[src/hw/rtl/oas_pkg.sv]
package oas_pkg;

    localparam int DigestW     = 160;
    localparam int AddrCharsDf = 16;
    localparam int AddrCharsMx = 32;

    localparam logic [6:0] ROUND_LAST = 7'd79;
    localparam logic [6:0] ROUND_P1   = 7'd20;
    localparam logic [6:0] ROUND_P2   = 7'd40;
    localparam logic [6:0] ROUND_P3   = 7'd60;

    localparam logic [31:0] H_INIT [5] = '{
        32'h67452301, 32'hEFCDAB89, 32'h98BADCFE, 32'h10325476, 32'hC3D2E1F0
    };
    localparam logic [31:0] K_ROUND [4] = '{
        32'h5A827999, 32'h6ED9EBA1, 32'h8F1BBCDC, 32'hCA62C1D6
    };

    localparam logic [7:0] PAD_BYTE = 8'h80;

    // Commands from the sequencer to the datapath.
    typedef struct packed {
        logic       wr_byte;   // absorb the input byte, count it
        logic       wr_pad;    // write the 0x80 pad byte
        logic       wr_len;    // write the bit length into words 14 and 15
        logic       start;     // load working registers from the chain
        logic       round;     // run one compression round
        logic [6:0] round_idx;
        logic       fold;      // add working registers into the chain
        logic       finish;    // fold into the digest, restart the chain
    } t_cmd;

    // Status from the datapath to the sequencer.
    typedef struct packed {
        logic pos_last;   // byte position in block is 63
        logic pos_hi;     // byte position in block is 56 or more
        logic emit_busy;  // character stream still in progress
    } t_stat;

    // Base32 alphabet: a-z then 2-7.
    function automatic logic [7:0] b32_char(input logic [4:0] v);
        logic [7:0] c;
        if (v < 5'd26) begin
            c = 8'h61 + {3'b000, v};
        end else begin
            c = 8'h18 + {3'b000, v};
        end
        return c;
    endfunction

endpackage

[src/hw/rtl/onion_address_sha1_base32.sv]
// Channel   Direction  Handshake                  Payload
// input     in         i_in_valid / o_in_ready    i_message_byte, i_message_last
// output    out        o_out_valid / i_out_ready  o_address_char, o_char_position,
//                                                 o_address_last
//
// Rates: one byte per cycle while idle; every 64th byte starts 80 rounds, one per cycle,
//   then a fold step, and input waits until that fold is done.
// Last byte: a pad step (a further block if the pad spills past byte 55), then a length
//   step and the final block before the first character is valid.
// Reset: synchronous, active low; the chain returns to the SHA-1 initial values.
// Stalls: input waits outside idle; the final fold waits for the previous address.
module onion_address_sha1_base32
    import oas_pkg::*;
#(
    parameter int ADDRESS_CHARS = AddrCharsDf
) (
    input  logic       i_clk,
    input  logic       i_rst_n,
    // message bytes in
    input  logic       i_in_valid,
    output logic       o_in_ready,
    input  logic [7:0] i_message_byte,
    input  logic       i_message_last,
    // address characters out
    output logic       o_out_valid,
    input  logic       i_out_ready,
    output logic [7:0] o_address_char,
    output logic [3:0] o_char_position,
    output logic       o_address_last
);

    t_cmd  cmd;
    t_stat stat;

    // Sequencer: byte absorb, padding, round count, fold
    oas_ctrl u_ctrl (
        .i_clk      (i_clk),
        .i_rst_n    (i_rst_n),
        .i_in_valid (i_in_valid),
        .i_in_last  (i_message_last),
        .o_in_ready (o_in_ready),
        .o_cmd      (cmd),
        .i_stat     (stat)
    );

    // Datapath: block words, round unit, chain, base32 character stream
    oas_dpath #(
        .ADDRESS_CHARS (ADDRESS_CHARS)
    ) u_dpath (
        .i_clk           (i_clk),
        .i_rst_n         (i_rst_n),
        .i_message_byte  (i_message_byte),
        .i_cmd           (cmd),
        .o_stat          (stat),
        .o_out_valid     (o_out_valid),
        .i_out_ready     (i_out_ready),
        .o_address_char  (o_address_char),
        .o_char_position (o_char_position),
        .o_address_last  (o_address_last)
    );

endmodule

[src/hw/rtl/oas_ctrl.sv]
module oas_ctrl
    import oas_pkg::*;
(
    input  logic  i_clk,
    input  logic  i_rst_n,
    input  logic  i_in_valid,
    input  logic  i_in_last,
    output logic  o_in_ready,
    output t_cmd  o_cmd,
    input  t_stat i_stat
);

    typedef enum logic [4:0] {
        S_IDLE = 5'b00001,
        S_PAD  = 5'b00010,
        S_LEN  = 5'b00100,
        S_COMP = 5'b01000,
        S_FOLD = 5'b10000
    } t_state;

    typedef enum logic [1:0] {
        RET_IDLE = 2'd0,
        RET_PAD  = 2'd1,
        RET_LEN  = 2'd2,
        RET_FIN  = 2'd3
    } t_ret;

    t_state     r_state, n_state;
    t_ret       r_ret, n_ret;
    logic [6:0] r_round, n_round;

    always_ff @(posedge i_clk) begin
        if (!i_rst_n) begin
            r_state <= S_IDLE;
            r_ret   <= RET_IDLE;
            r_round <= '0;
        end else begin
            r_state <= n_state;
            r_ret   <= n_ret;
            r_round <= n_round;
        end
    end

    always_comb begin
        n_state    = r_state;
        n_ret      = r_ret;
        n_round    = r_round;
        o_cmd      = '0;
        o_in_ready = 1'b0;
        unique case (r_state)
            S_IDLE: begin
                o_in_ready = 1'b1;
                if (i_in_valid) begin
                    o_cmd.wr_byte = 1'b1;
                    if (i_stat.pos_last) begin
                        o_cmd.start = 1'b1;
                        n_state     = S_COMP;
                        n_ret       = i_in_last ? RET_PAD : RET_IDLE;
                    end else if (i_in_last) begin
                        n_state = S_PAD;
                    end
                end
            end
            S_PAD: begin
                o_cmd.wr_pad = 1'b1;
                if (i_stat.pos_hi) begin
                    o_cmd.start = 1'b1;
                    n_state     = S_COMP;
                    n_ret       = RET_LEN;
                end else begin
                    n_state = S_LEN;
                end
            end
            S_LEN: begin
                o_cmd.wr_len = 1'b1;
                o_cmd.start  = 1'b1;
                n_state      = S_COMP;
                n_ret        = RET_FIN;
            end
            S_COMP: begin
                o_cmd.round     = 1'b1;
                o_cmd.round_idx = r_round;
                if (r_round == ROUND_LAST) begin
                    n_round = '0;
                    n_state = S_FOLD;
                end else begin
                    n_round = r_round + 7'd1;
                end
            end
            S_FOLD: begin
                unique case (r_ret)
                    RET_IDLE: begin
                        o_cmd.fold = 1'b1;
                        n_state    = S_IDLE;
                    end
                    RET_PAD: begin
                        o_cmd.fold = 1'b1;
                        n_state    = S_PAD;
                    end
                    RET_LEN: begin
                        o_cmd.fold = 1'b1;
                        n_state    = S_LEN;
                    end
                    RET_FIN: begin
                        // hold until the previous address has drained
                        if (!i_stat.emit_busy) begin
                            o_cmd.finish = 1'b1;
                            n_state      = S_IDLE;
                            n_ret        = RET_IDLE;
                        end
                    end
                    default: n_state = S_IDLE;
                endcase
            end
            default: n_state = S_IDLE;
        endcase
    end

    a_round_idle: assert property (@(posedge i_clk) disable iff (!i_rst_n)
        (r_state != S_COMP) |-> (r_round == '0))
        else $error("round counter left nonzero outside compression");

    a_fin_to_idle: assert property (@(posedge i_clk) disable iff (!i_rst_n)
        (r_state == S_FOLD && r_ret == RET_FIN && !i_stat.emit_busy)
            |=> (r_state == S_IDLE))
        else $error("final fold did not return to idle");

    a_comp_to_fold: assert property (@(posedge i_clk) disable iff (!i_rst_n)
        (r_state == S_COMP && r_round == ROUND_LAST) |=> (r_state == S_FOLD))
        else $error("last round did not lead to the fold");

endmodule

[src/hw/rtl/oas_dpath.sv]
module oas_dpath
    import oas_pkg::*;
#(
    parameter int ADDRESS_CHARS = AddrCharsDf
) (
    input  logic       i_clk,
    input  logic       i_rst_n,
    input  logic [7:0] i_message_byte,
    input  t_cmd       i_cmd,
    output t_stat      o_stat,
    output logic       o_out_valid,
    input  logic       i_out_ready,
    output logic [7:0] o_address_char,
    output logic [3:0] o_char_position,
    output logic       o_address_last
);

    localparam int NChars = (ADDRESS_CHARS < 1) ? 1 :
                            ((ADDRESS_CHARS > AddrCharsMx) ? AddrCharsMx : ADDRESS_CHARS);
    localparam int CntW   = ($clog2(NChars) > 4) ? $clog2(NChars) : 4;
    localparam logic [CntW-1:0] CntLast = CntW'(NChars - 1);

    logic [31:0]        r_win [16];
    logic [31:0]        r_chain [5];
    logic [31:0]        r_rnd [5];
    logic [63:0]        r_len;
    logic [DigestW-1:0] r_dig;
    logic [7:0]         r_char;
    logic [CntW-1:0]    r_cnt;
    logic               r_ovalid;
    logic               r_olast;

    logic [5:0]         pos;
    logic [7:0]         put_val;
    logic [31:0]        put_word;
    logic [31:0]        sched_new;
    logic [31:0]        f_val;
    logic [1:0]         k_sel;
    logic [31:0]        t_val;
    logic [DigestW-1:0] digest;
    logic               out_xfer;

    assign pos      = r_len[5:0];
    assign put_val  = i_cmd.wr_pad ? PAD_BYTE : i_message_byte;
    assign put_word = {put_val, 24'h000000} >> {pos[1:0], 3'b000};
    assign out_xfer = r_ovalid && i_out_ready;

    assign o_stat.pos_last  = (pos == 6'd63);
    assign o_stat.pos_hi    = (pos >= 6'd56);
    assign o_stat.emit_busy = r_ovalid;

    // Next schedule word, window holds W[t..t+15]
    assign sched_new = {r_win[13][30:0] ^ r_win[8][30:0] ^ r_win[2][30:0] ^ r_win[0][30:0],
                        r_win[13][31] ^ r_win[8][31] ^ r_win[2][31] ^ r_win[0][31]};

    always_comb begin
        if (i_cmd.round_idx < ROUND_P1) begin
            f_val = (r_rnd[1] & r_rnd[2]) | (~r_rnd[1] & r_rnd[3]);
            k_sel = 2'd0;
        end else if (i_cmd.round_idx < ROUND_P2) begin
            f_val = r_rnd[1] ^ r_rnd[2] ^ r_rnd[3];
            k_sel = 2'd1;
        end else if (i_cmd.round_idx < ROUND_P3) begin
            f_val = (r_rnd[1] & r_rnd[2]) | (r_rnd[1] & r_rnd[3]) | (r_rnd[2] & r_rnd[3]);
            k_sel = 2'd2;
        end else begin
            f_val = r_rnd[1] ^ r_rnd[2] ^ r_rnd[3];
            k_sel = 2'd3;
        end
    end

    assign t_val = {r_rnd[0][26:0], r_rnd[0][31:27]} + f_val + r_rnd[4]
                 + K_ROUND[k_sel] + r_win[0];

    assign digest = {r_chain[0] + r_rnd[0], r_chain[1] + r_rnd[1], r_chain[2] + r_rnd[2],
                     r_chain[3] + r_rnd[3], r_chain[4] + r_rnd[4]};

    // Block words, chain, byte count
    always_ff @(posedge i_clk) begin
        if (!i_rst_n) begin
            for (int i = 0; i < 16; i++) begin
                r_win[i] <= '0;
            end
            for (int i = 0; i < 5; i++) begin
                r_chain[i] <= H_INIT[i];
            end
            r_len <= '0;
        end else begin
            if (i_cmd.fold || i_cmd.finish) begin
                for (int i = 0; i < 16; i++) begin
                    r_win[i] <= '0;
                end
            end else if (i_cmd.round) begin
                for (int i = 0; i < 15; i++) begin
                    r_win[i] <= r_win[i+1];
                end
                r_win[15] <= sched_new;
            end else if (i_cmd.wr_len) begin
                r_win[14] <= r_len[60:29];
                r_win[15] <= {r_len[28:0], 3'b000};
            end else if (i_cmd.wr_byte || i_cmd.wr_pad) begin
                r_win[pos[5:2]] <= r_win[pos[5:2]] | put_word;
            end

            if (i_cmd.finish) begin
                for (int i = 0; i < 5; i++) begin
                    r_chain[i] <= H_INIT[i];
                end
            end else if (i_cmd.fold) begin
                for (int i = 0; i < 5; i++) begin
                    r_chain[i] <= r_chain[i] + r_rnd[i];
                end
            end

            if (i_cmd.finish) begin
                r_len <= '0;
            end else if (i_cmd.wr_byte) begin
                r_len <= r_len + 64'd1;
            end
        end
    end

    always_ff @(posedge i_clk) begin
        if (i_cmd.start) begin
            for (int i = 0; i < 5; i++) begin
                r_rnd[i] <= r_chain[i];
            end
        end else if (i_cmd.round) begin
            r_rnd[4] <= r_rnd[3];
            r_rnd[3] <= r_rnd[2];
            r_rnd[2] <= {r_rnd[1][1:0], r_rnd[1][31:2]};
            r_rnd[1] <= r_rnd[0];
            r_rnd[0] <= t_val;
        end
    end

    // Character stream: five digest bits per transfer, most significant first
    always_ff @(posedge i_clk) begin
        if (!i_rst_n) begin
            r_ovalid <= 1'b0;
        end else if (i_cmd.finish) begin
            r_ovalid <= 1'b1;
        end else if (out_xfer && r_olast) begin
            r_ovalid <= 1'b0;
        end
    end

    always_ff @(posedge i_clk) begin
        if (i_cmd.finish) begin
            r_char  <= b32_char(digest[DigestW-1 -: 5]);
            r_dig   <= digest << 5;
            r_cnt   <= '0;
            r_olast <= (NChars == 1);
        end else if (out_xfer && !r_olast) begin
            r_char  <= b32_char(r_dig[DigestW-1 -: 5]);
            r_dig   <= r_dig << 5;
            r_cnt   <= r_cnt + 1'b1;
            r_olast <= ((r_cnt + 1'b1) == CntLast);
        end
    end

    assign o_out_valid     = r_ovalid;
    assign o_address_char  = r_char;
    assign o_char_position = r_cnt[3:0];
    assign o_address_last  = r_olast;

    a_load_free: assert property (@(posedge i_clk) disable iff (!i_rst_n)
        i_cmd.finish |-> !r_ovalid)
        else $error("digest loaded while characters still pending");

    a_stream_end: assert property (@(posedge i_clk) disable iff (!i_rst_n)
        (out_xfer && r_olast) |=> !o_out_valid)
        else $error("stream continued past its last character");

    a_win_clear: assert property (@(posedge i_clk) disable iff (!i_rst_n)
        (i_cmd.fold || i_cmd.finish) |=> (r_win[0] == '0 && r_win[15] == '0))
        else $error("block words not cleared after compression");

endmodule

[config.mk]
export PLATFORM = sky130hd
export DESIGN_NAME = onion_address_sha1_base32
export DESIGN_NICKNAME = d
export VERILOG_FILES = /design/src/hw/rtl/oas_pkg.sv /design/src/hw/rtl/onion_address_sha1_base32.sv /design/src/hw/rtl/oas_ctrl.sv /design/src/hw/rtl/oas_dpath.sv
export SDC_FILE = /design/constraint.sdc
export NUM_CORES = 2
export LEC_CHECK = 0
export BUFFER_PORTS_ARGS = -buffer_cell sky130_fd_sc_hd__buf_4
export CAP_MARGIN = 20
export CORE_ASPECT_RATIO = 0.75
export CORE_MARGIN = 4
export CORE_UTILIZATION = 40
export CTS_BUF_LIST = sky130_fd_sc_hd__clkbuf_8
export DETAILED_ROUTE_END_ITERATION = 7
export GPL_TIMING_DRIVEN = 0
export SYNTH_ARGS = -nofsm -noshare
export SYNTH_HDL_FRONTEND = slang
export SYNTH_SLANG_ARGS = --single-unit
[constraint.sdc]
create_clock -name i_clk -period 7.1 [get_ports i_clk]
set_input_delay 1.42 -clock i_clk [delete_from_list [all_inputs] [get_ports i_clk]]
set_output_delay 1.42 -clock i_clk [all_outputs]
set_load 0.02 [all_outputs]
Yosys cells after proc, flatten, opt, wreduce, memory -nomap -nowiden
Memories as Yosys holds them, arrays and structs flattened. A register that Yosys moved wholly into a read port is not among the register bits. Cells that the tools add are included.

Bits of input ports: 13. Bits in writable memories: 832. Bits in registers: 247. Memories: 3.

Memories: u_dpath.r_win (depth 16, width 32, read ports 17, clocked after Yosys merged registers in 1, wr ports 16, line oas_dpath.sv:23) `logic [31:0] r_win [16];`; u_dpath.r_chain (depth 5, width 32, read ports 5, clocked after Yosys merged registers in 0, wr ports 5, line oas_dpath.sv:24) `logic [31:0] r_chain [5];`; u_dpath.r_rnd (depth 5, width 32, read ports 5, clocked after Yosys merged registers in 0, wr ports 5, line oas_dpath.sv:25) `logic [31:0] r_rnd [5];`.

Reductions and logical operators: 15. Multiplexer cells: 132. Order comparisons: 7. Bitwise gates (word level): 68. Eq/ne operators: 19. Add/subtract/negate cells: 16. Shifts and indexed selects: 1.

Operator list (number): $mux 32 (55); $mux 160 (2); $add 32x32->32 (9); $and 32x32->32 (4); $or 32x32->32 (4); $xor 31x31->31 (3); $add 64x1->64 const B (1); $bmux 32 s2 (1); $xor 32x32->32 (2); $or 1x1->1 (49); $mux 8 (6); $mux 1 (46); $not 32->32 (1); $reduce_or 32->1 (1); $shr 32x5->32 (1); $mux 5 (5); $pmux 5 s5 (1); $pmux 5 s4 (1); $add 7x5->8 const A (2); $mux 2 (8); $mux 4 (4); $lt 7x6->1 const B (2); $add 5x5->6 const A (2); $lt 5x5->1 const B (2); 34 further kinds (46).

Depth between registers and ports, before layout
Word-level depth: 13. Mapped depth: 29. Gate-level depth less buffers: 26.

Modules after synthesis
Synthesis repeated with hierarchy kept, for this count alone.

Cell total of the unflattened synthesis: 5647. Area total of the unflattened synthesis: 62502.4 sq um.

Modules (own cells, without submodules): oas_dpath (area each 61622.9 sq um, instances 1, cells each 5539, seq. area each 31300.0 sq um); oas_ctrl (area each 879.6 sq um, instances 1, cells each 108, seq. area each 280.3 sq um).

Least setup slack after synthesis
OpenSTA, ideal clock, no wires.

Path type: input-to-reg. From: input port i_rst_n. To: memory u_dpath.r_win[15][0] (enable). Setup slack: -0.626 ns. Required time: 6.471 ns. Setup time: 0.629 ns. Arrival: 7.097 ns. Path buffers: 1. Stages: 9. Cells stage by stage: inv_1 -> a21oi_2 -> inv_1 -> nor2_1 -> o21ai_1 -> nor2_1 -> nand3_1 -> clkbuf_1 -> nand4_1.

RTL lines: start: declaration (line onion_address_sha1_base32.sv:18) `input logic i_rst_n,`; end: declaration (line oas_dpath.sv:23).

==> run metrics <==
clk_skew about 0.083 ns; Arrival @ worst endpoint approximately 7.6 ns; Die Wd 461 um; crit start category flip-flop; CTS tree built; initial core utilization 0.403; Multi-input gate area between 20,000 and 30,000 um2; clock share of power 0.374; worst vdd ir 0.220 mV; Pins Over Slew Limit 0; worst-path fanout max 10; P_sw 0.00446 W; # IOs 28; vias in the first global route 44,800; Syn Area/Cell between 10 and 15 um2; Worst Tran Pin Value 1.29 ns; Synth Flop Type edfxtp_1; RD Place Congestion between 0.9 and 1; DR iter-0 viols about 6,700; CTS root buf clkbuf_8; Final Power ~0.015 W; crit share post-route 0.973; power density over cell area approximately 220 nW/um2; post-detail-place hpwl 171,000 um; R2R setup slack 0.19 ns; FFs w/ async S/R, synth 0; switching share of power 0.295; multiplexer share of the synthesized area 0.0693; synthesized area ~61,000 um2; pin count of the biggest net entering global routing 67; sequential-to-total area share from yosys stat 0.514; area grow syn2layout 12.0%; Synth Area in Adders 0.0829; crit path kind reg -> reg; max_cap viols 0; static leakage between 20 and 30 nW; Syn Inst Count between 5,000 and 6,000; flops & latches, synth roughly 1,100; Hold Startpoint u_ctrl.r_round[1]; fin area 68,800 um2; run status finished, final reports clean; main combinational cell family by area after synthesis simple AND/OR/NAND/NOR gates; crit end category flip-flop; drt first pass iters 6; Critical Path RT between 7 and 8 ns; DRT antenna net count 0; min Tclk post-route around 6.9 ns; final hold slack about 0.5 ns; FP Rows 124; Hold Path End u_ctrl.r_round[1]; commonest non-fill, non-tap cell in the layout nand2_1; post-synth cell types 86; # H-tree levels 4; Post-Route WL 221,000 um; combinational fraction of design power 0.146; Clock transition at path regs approximately 0.060 ns; DR WL/cell 27.2 um; core region area around 150,000 um2; reg2reg end u_dpath.r_rnd[0][29]; Yosys warnings 0; port bufs 27; DIE AREA 160,000 um2; Hold WC Path Type reg -> reg; # DRC 0; max-slew headroom at the worst pin 0.139; post-placement cell area roughly 65,000 um2; FILL cells 14,200; global-route wire length before repair about 310,000 um; cts bufs inserted 180; layout cells sized above 1 0.0931; Hold Path Depth 2; Post-synth EDFFs between 900 and 1,000; commonest non-fill, non-tap cells in the layout nand2_1, edfxtp_1, o21ai_0; hold buffers post-CTS 0; final core occ 0.451; FF-to-FF path depth 26; Synth Area in Simple Gates 0.126; Max Root-Sink Buffers 3; final hold violations 0; clock sinks 1,080; count of final setup violators 0; die height 347 um; vias per cell around 5.9; fmax ~140 MHz; Total GRT Usage 0.272; part of the power in registers 0.480; clock latency on the worst-skew pair approximately 0.97 ns; Int Power ~0.011 W; layout net count 6,319; GRT Residual Overflow 0; compound-cell area share of the yosys netlist 0.125; FF/Latch Area 31,600 um2; r2r startpoint u_ctrl.r_state[0]; initial antenna violation count 12; syn_nets between 6,000 and 7,000; XOR/XNOR Fraction of Synth Area 0.0482; vias slightly below 50,000
## what timing repair did
item                                    CTS  global route
pin swaps                                 6            10
endpoints found under the setup margin    9             7
setup buffers                             0             5
cloned                                    0             0
resized for setup                        27            38
## cell type report
class	count	area share
Antenna cell	7	0.000255
Buffer	302	0.0174
Clock buffer	182	0.0364
Clock inverter	147	0.0143
Inverter	256	0.0141
Multi-Input combinational cell	4080	0.407
Sequential cell	1080	0.459
Tap cell	2016	0.0367
Timing Repair Buffer	74	0.0152
## state kept, by name, indices dropped and copies added, names as in the netlist, named ones only
register	flops
u_dpath.r_win	512
u_dpath.o_out_valid	1
u_dpath.r_dig	155
u_dpath.r_len	61
u_dpath.o_char_position	4
u_ctrl.r_ret	2
u_ctrl.r_state	5
u_dpath.o_address_char	8
u_dpath.o_address_last	1
u_dpath.r_chain	160
u_dpath.r_rnd	160
u_ctrl.r_round	7
## worst max-delay path: stages (launching register included)
cell,delay (ns)
dfxtp_1,0.29
buf_2,0.17
nor2_4,0.12
nand3_4,0.13
or4_4,0.60
inv_6,0.10
nor2_4,0.06
buf_4,0.19
a221oi_2,0.37
fa_1,0.51
fa_1,0.51
fa_1,0.52
inv_1,0.04
ha_1,0.21
inv_1,0.07
fa_1,0.20
nor2b_1,0.06
o21a_1,0.18
o21ai_1,0.26
a211oi_1,0.19
o41ai_2,0.42
a21oi_1,0.19
nand4_1,0.14
nand4b_1,0.19
o31ai_1,0.29
xor2_1,0.46
o21ai_0,0.14
## power by group through the flow
stage | clock network, W | registers [W] | logic (W)
floorplan | 0 | 0.00728 | 0.00132
global placement | 0 | 0.00738 | 0.00201
detailed placement | 0 | 0.00736 | 0.00206
CTS | 0.00569 | 0.00723 | 0.00209
global route | 0.00600 | 0.00724 | 0.00235
finish | 0.00565 | 0.00724 | 0.00220
## stage by stage
| step | instances | TNS [ns] | setup WS (ns) |
|---|---|---|---|
| global route | 8139 | -0.0310 | -0.0263 |
| detailed placement | 7799 | -3.50 | -0.738 |
| floorplan | 5719 | 0 | 0.388 |
| CTS | 8127 | 0 | 0.0342 |
| finish | 8144 | 0 | 0.192 |
| global placement | 7762 | -3990.55 | -4.19 |
## synth_stat cells (28+ instances only)
master / n / area, um2
nand2_1: 1281 / 4810
edfxtp_1: 995 / 29900
o21ai_0: 753 / 3770
nor2_1: 274 / 1030
clkbuf_1: 265 / 995
inv_1: 253 / 950
ha_1: 207 / 2590
xnor2_1: 202 / 1770
mux4_2: 160 / 3600
a21oi_1: 159 / 796
xor2_1: 134 / 1170
fa_1: 125 / 2500
a21o_1: 108 / 811
dfxtp_1: 85 / 1700
o22ai_1: 66 / 413
mux2i_1: 64 / 641
nand3_1: 62 / 310
and3_1: 44 / 275
nand2b_1: 35 / 219
nor3_1: 32 / 160
o21a_1: 30 / 225
a31oi_1: 28 / 175
## how the worst max path moves through the flow
stage | start | cells after the start | end
after global routing | u_ctrl.r_state[0] | 25 | u_dpath.r_rnd[0][30]
after floorplan | i_rst_n | 9 | u_dpath.r_win[14][0]
after detailed placement | u_ctrl.r_state[4] | 25 | u_dpath.r_rnd[0][30]
after global placement | i_rst_n | 10 | u_dpath.r_win[5][5]
after CTS | u_ctrl.r_state[0] | 26 | u_dpath.r_rnd[0][29]
final | u_ctrl.r_state[0] | 26 | u_dpath.r_rnd[0][29]
## logic make-up after synthesis
logic type / after synthesis
AOI/OAI and AO/OA: 1318
xor gates and xnor gates: 337
adders and majority gates: 332
buffers and inverters: 559
DFF: 1080
muxes: 225
other: 1
and+or+nand+nor: 1867
## routing by layer
| metal | up-vias | wire, um | global-route usage |
|---|---|---|---|
| li1 | 21000 | - | - |
| met1 | 23700 | 97400 | 0.413 |
| met2 | 3023 | 80900 | 0.334 |
| met3 | 378 | 36900 | 0.132 |
| met4 | 12 | 6080 | 0.0731 |
| met5 | - | 138 | 0.00266 |
No activity file was read; power rests on OpenSTA's default activity.
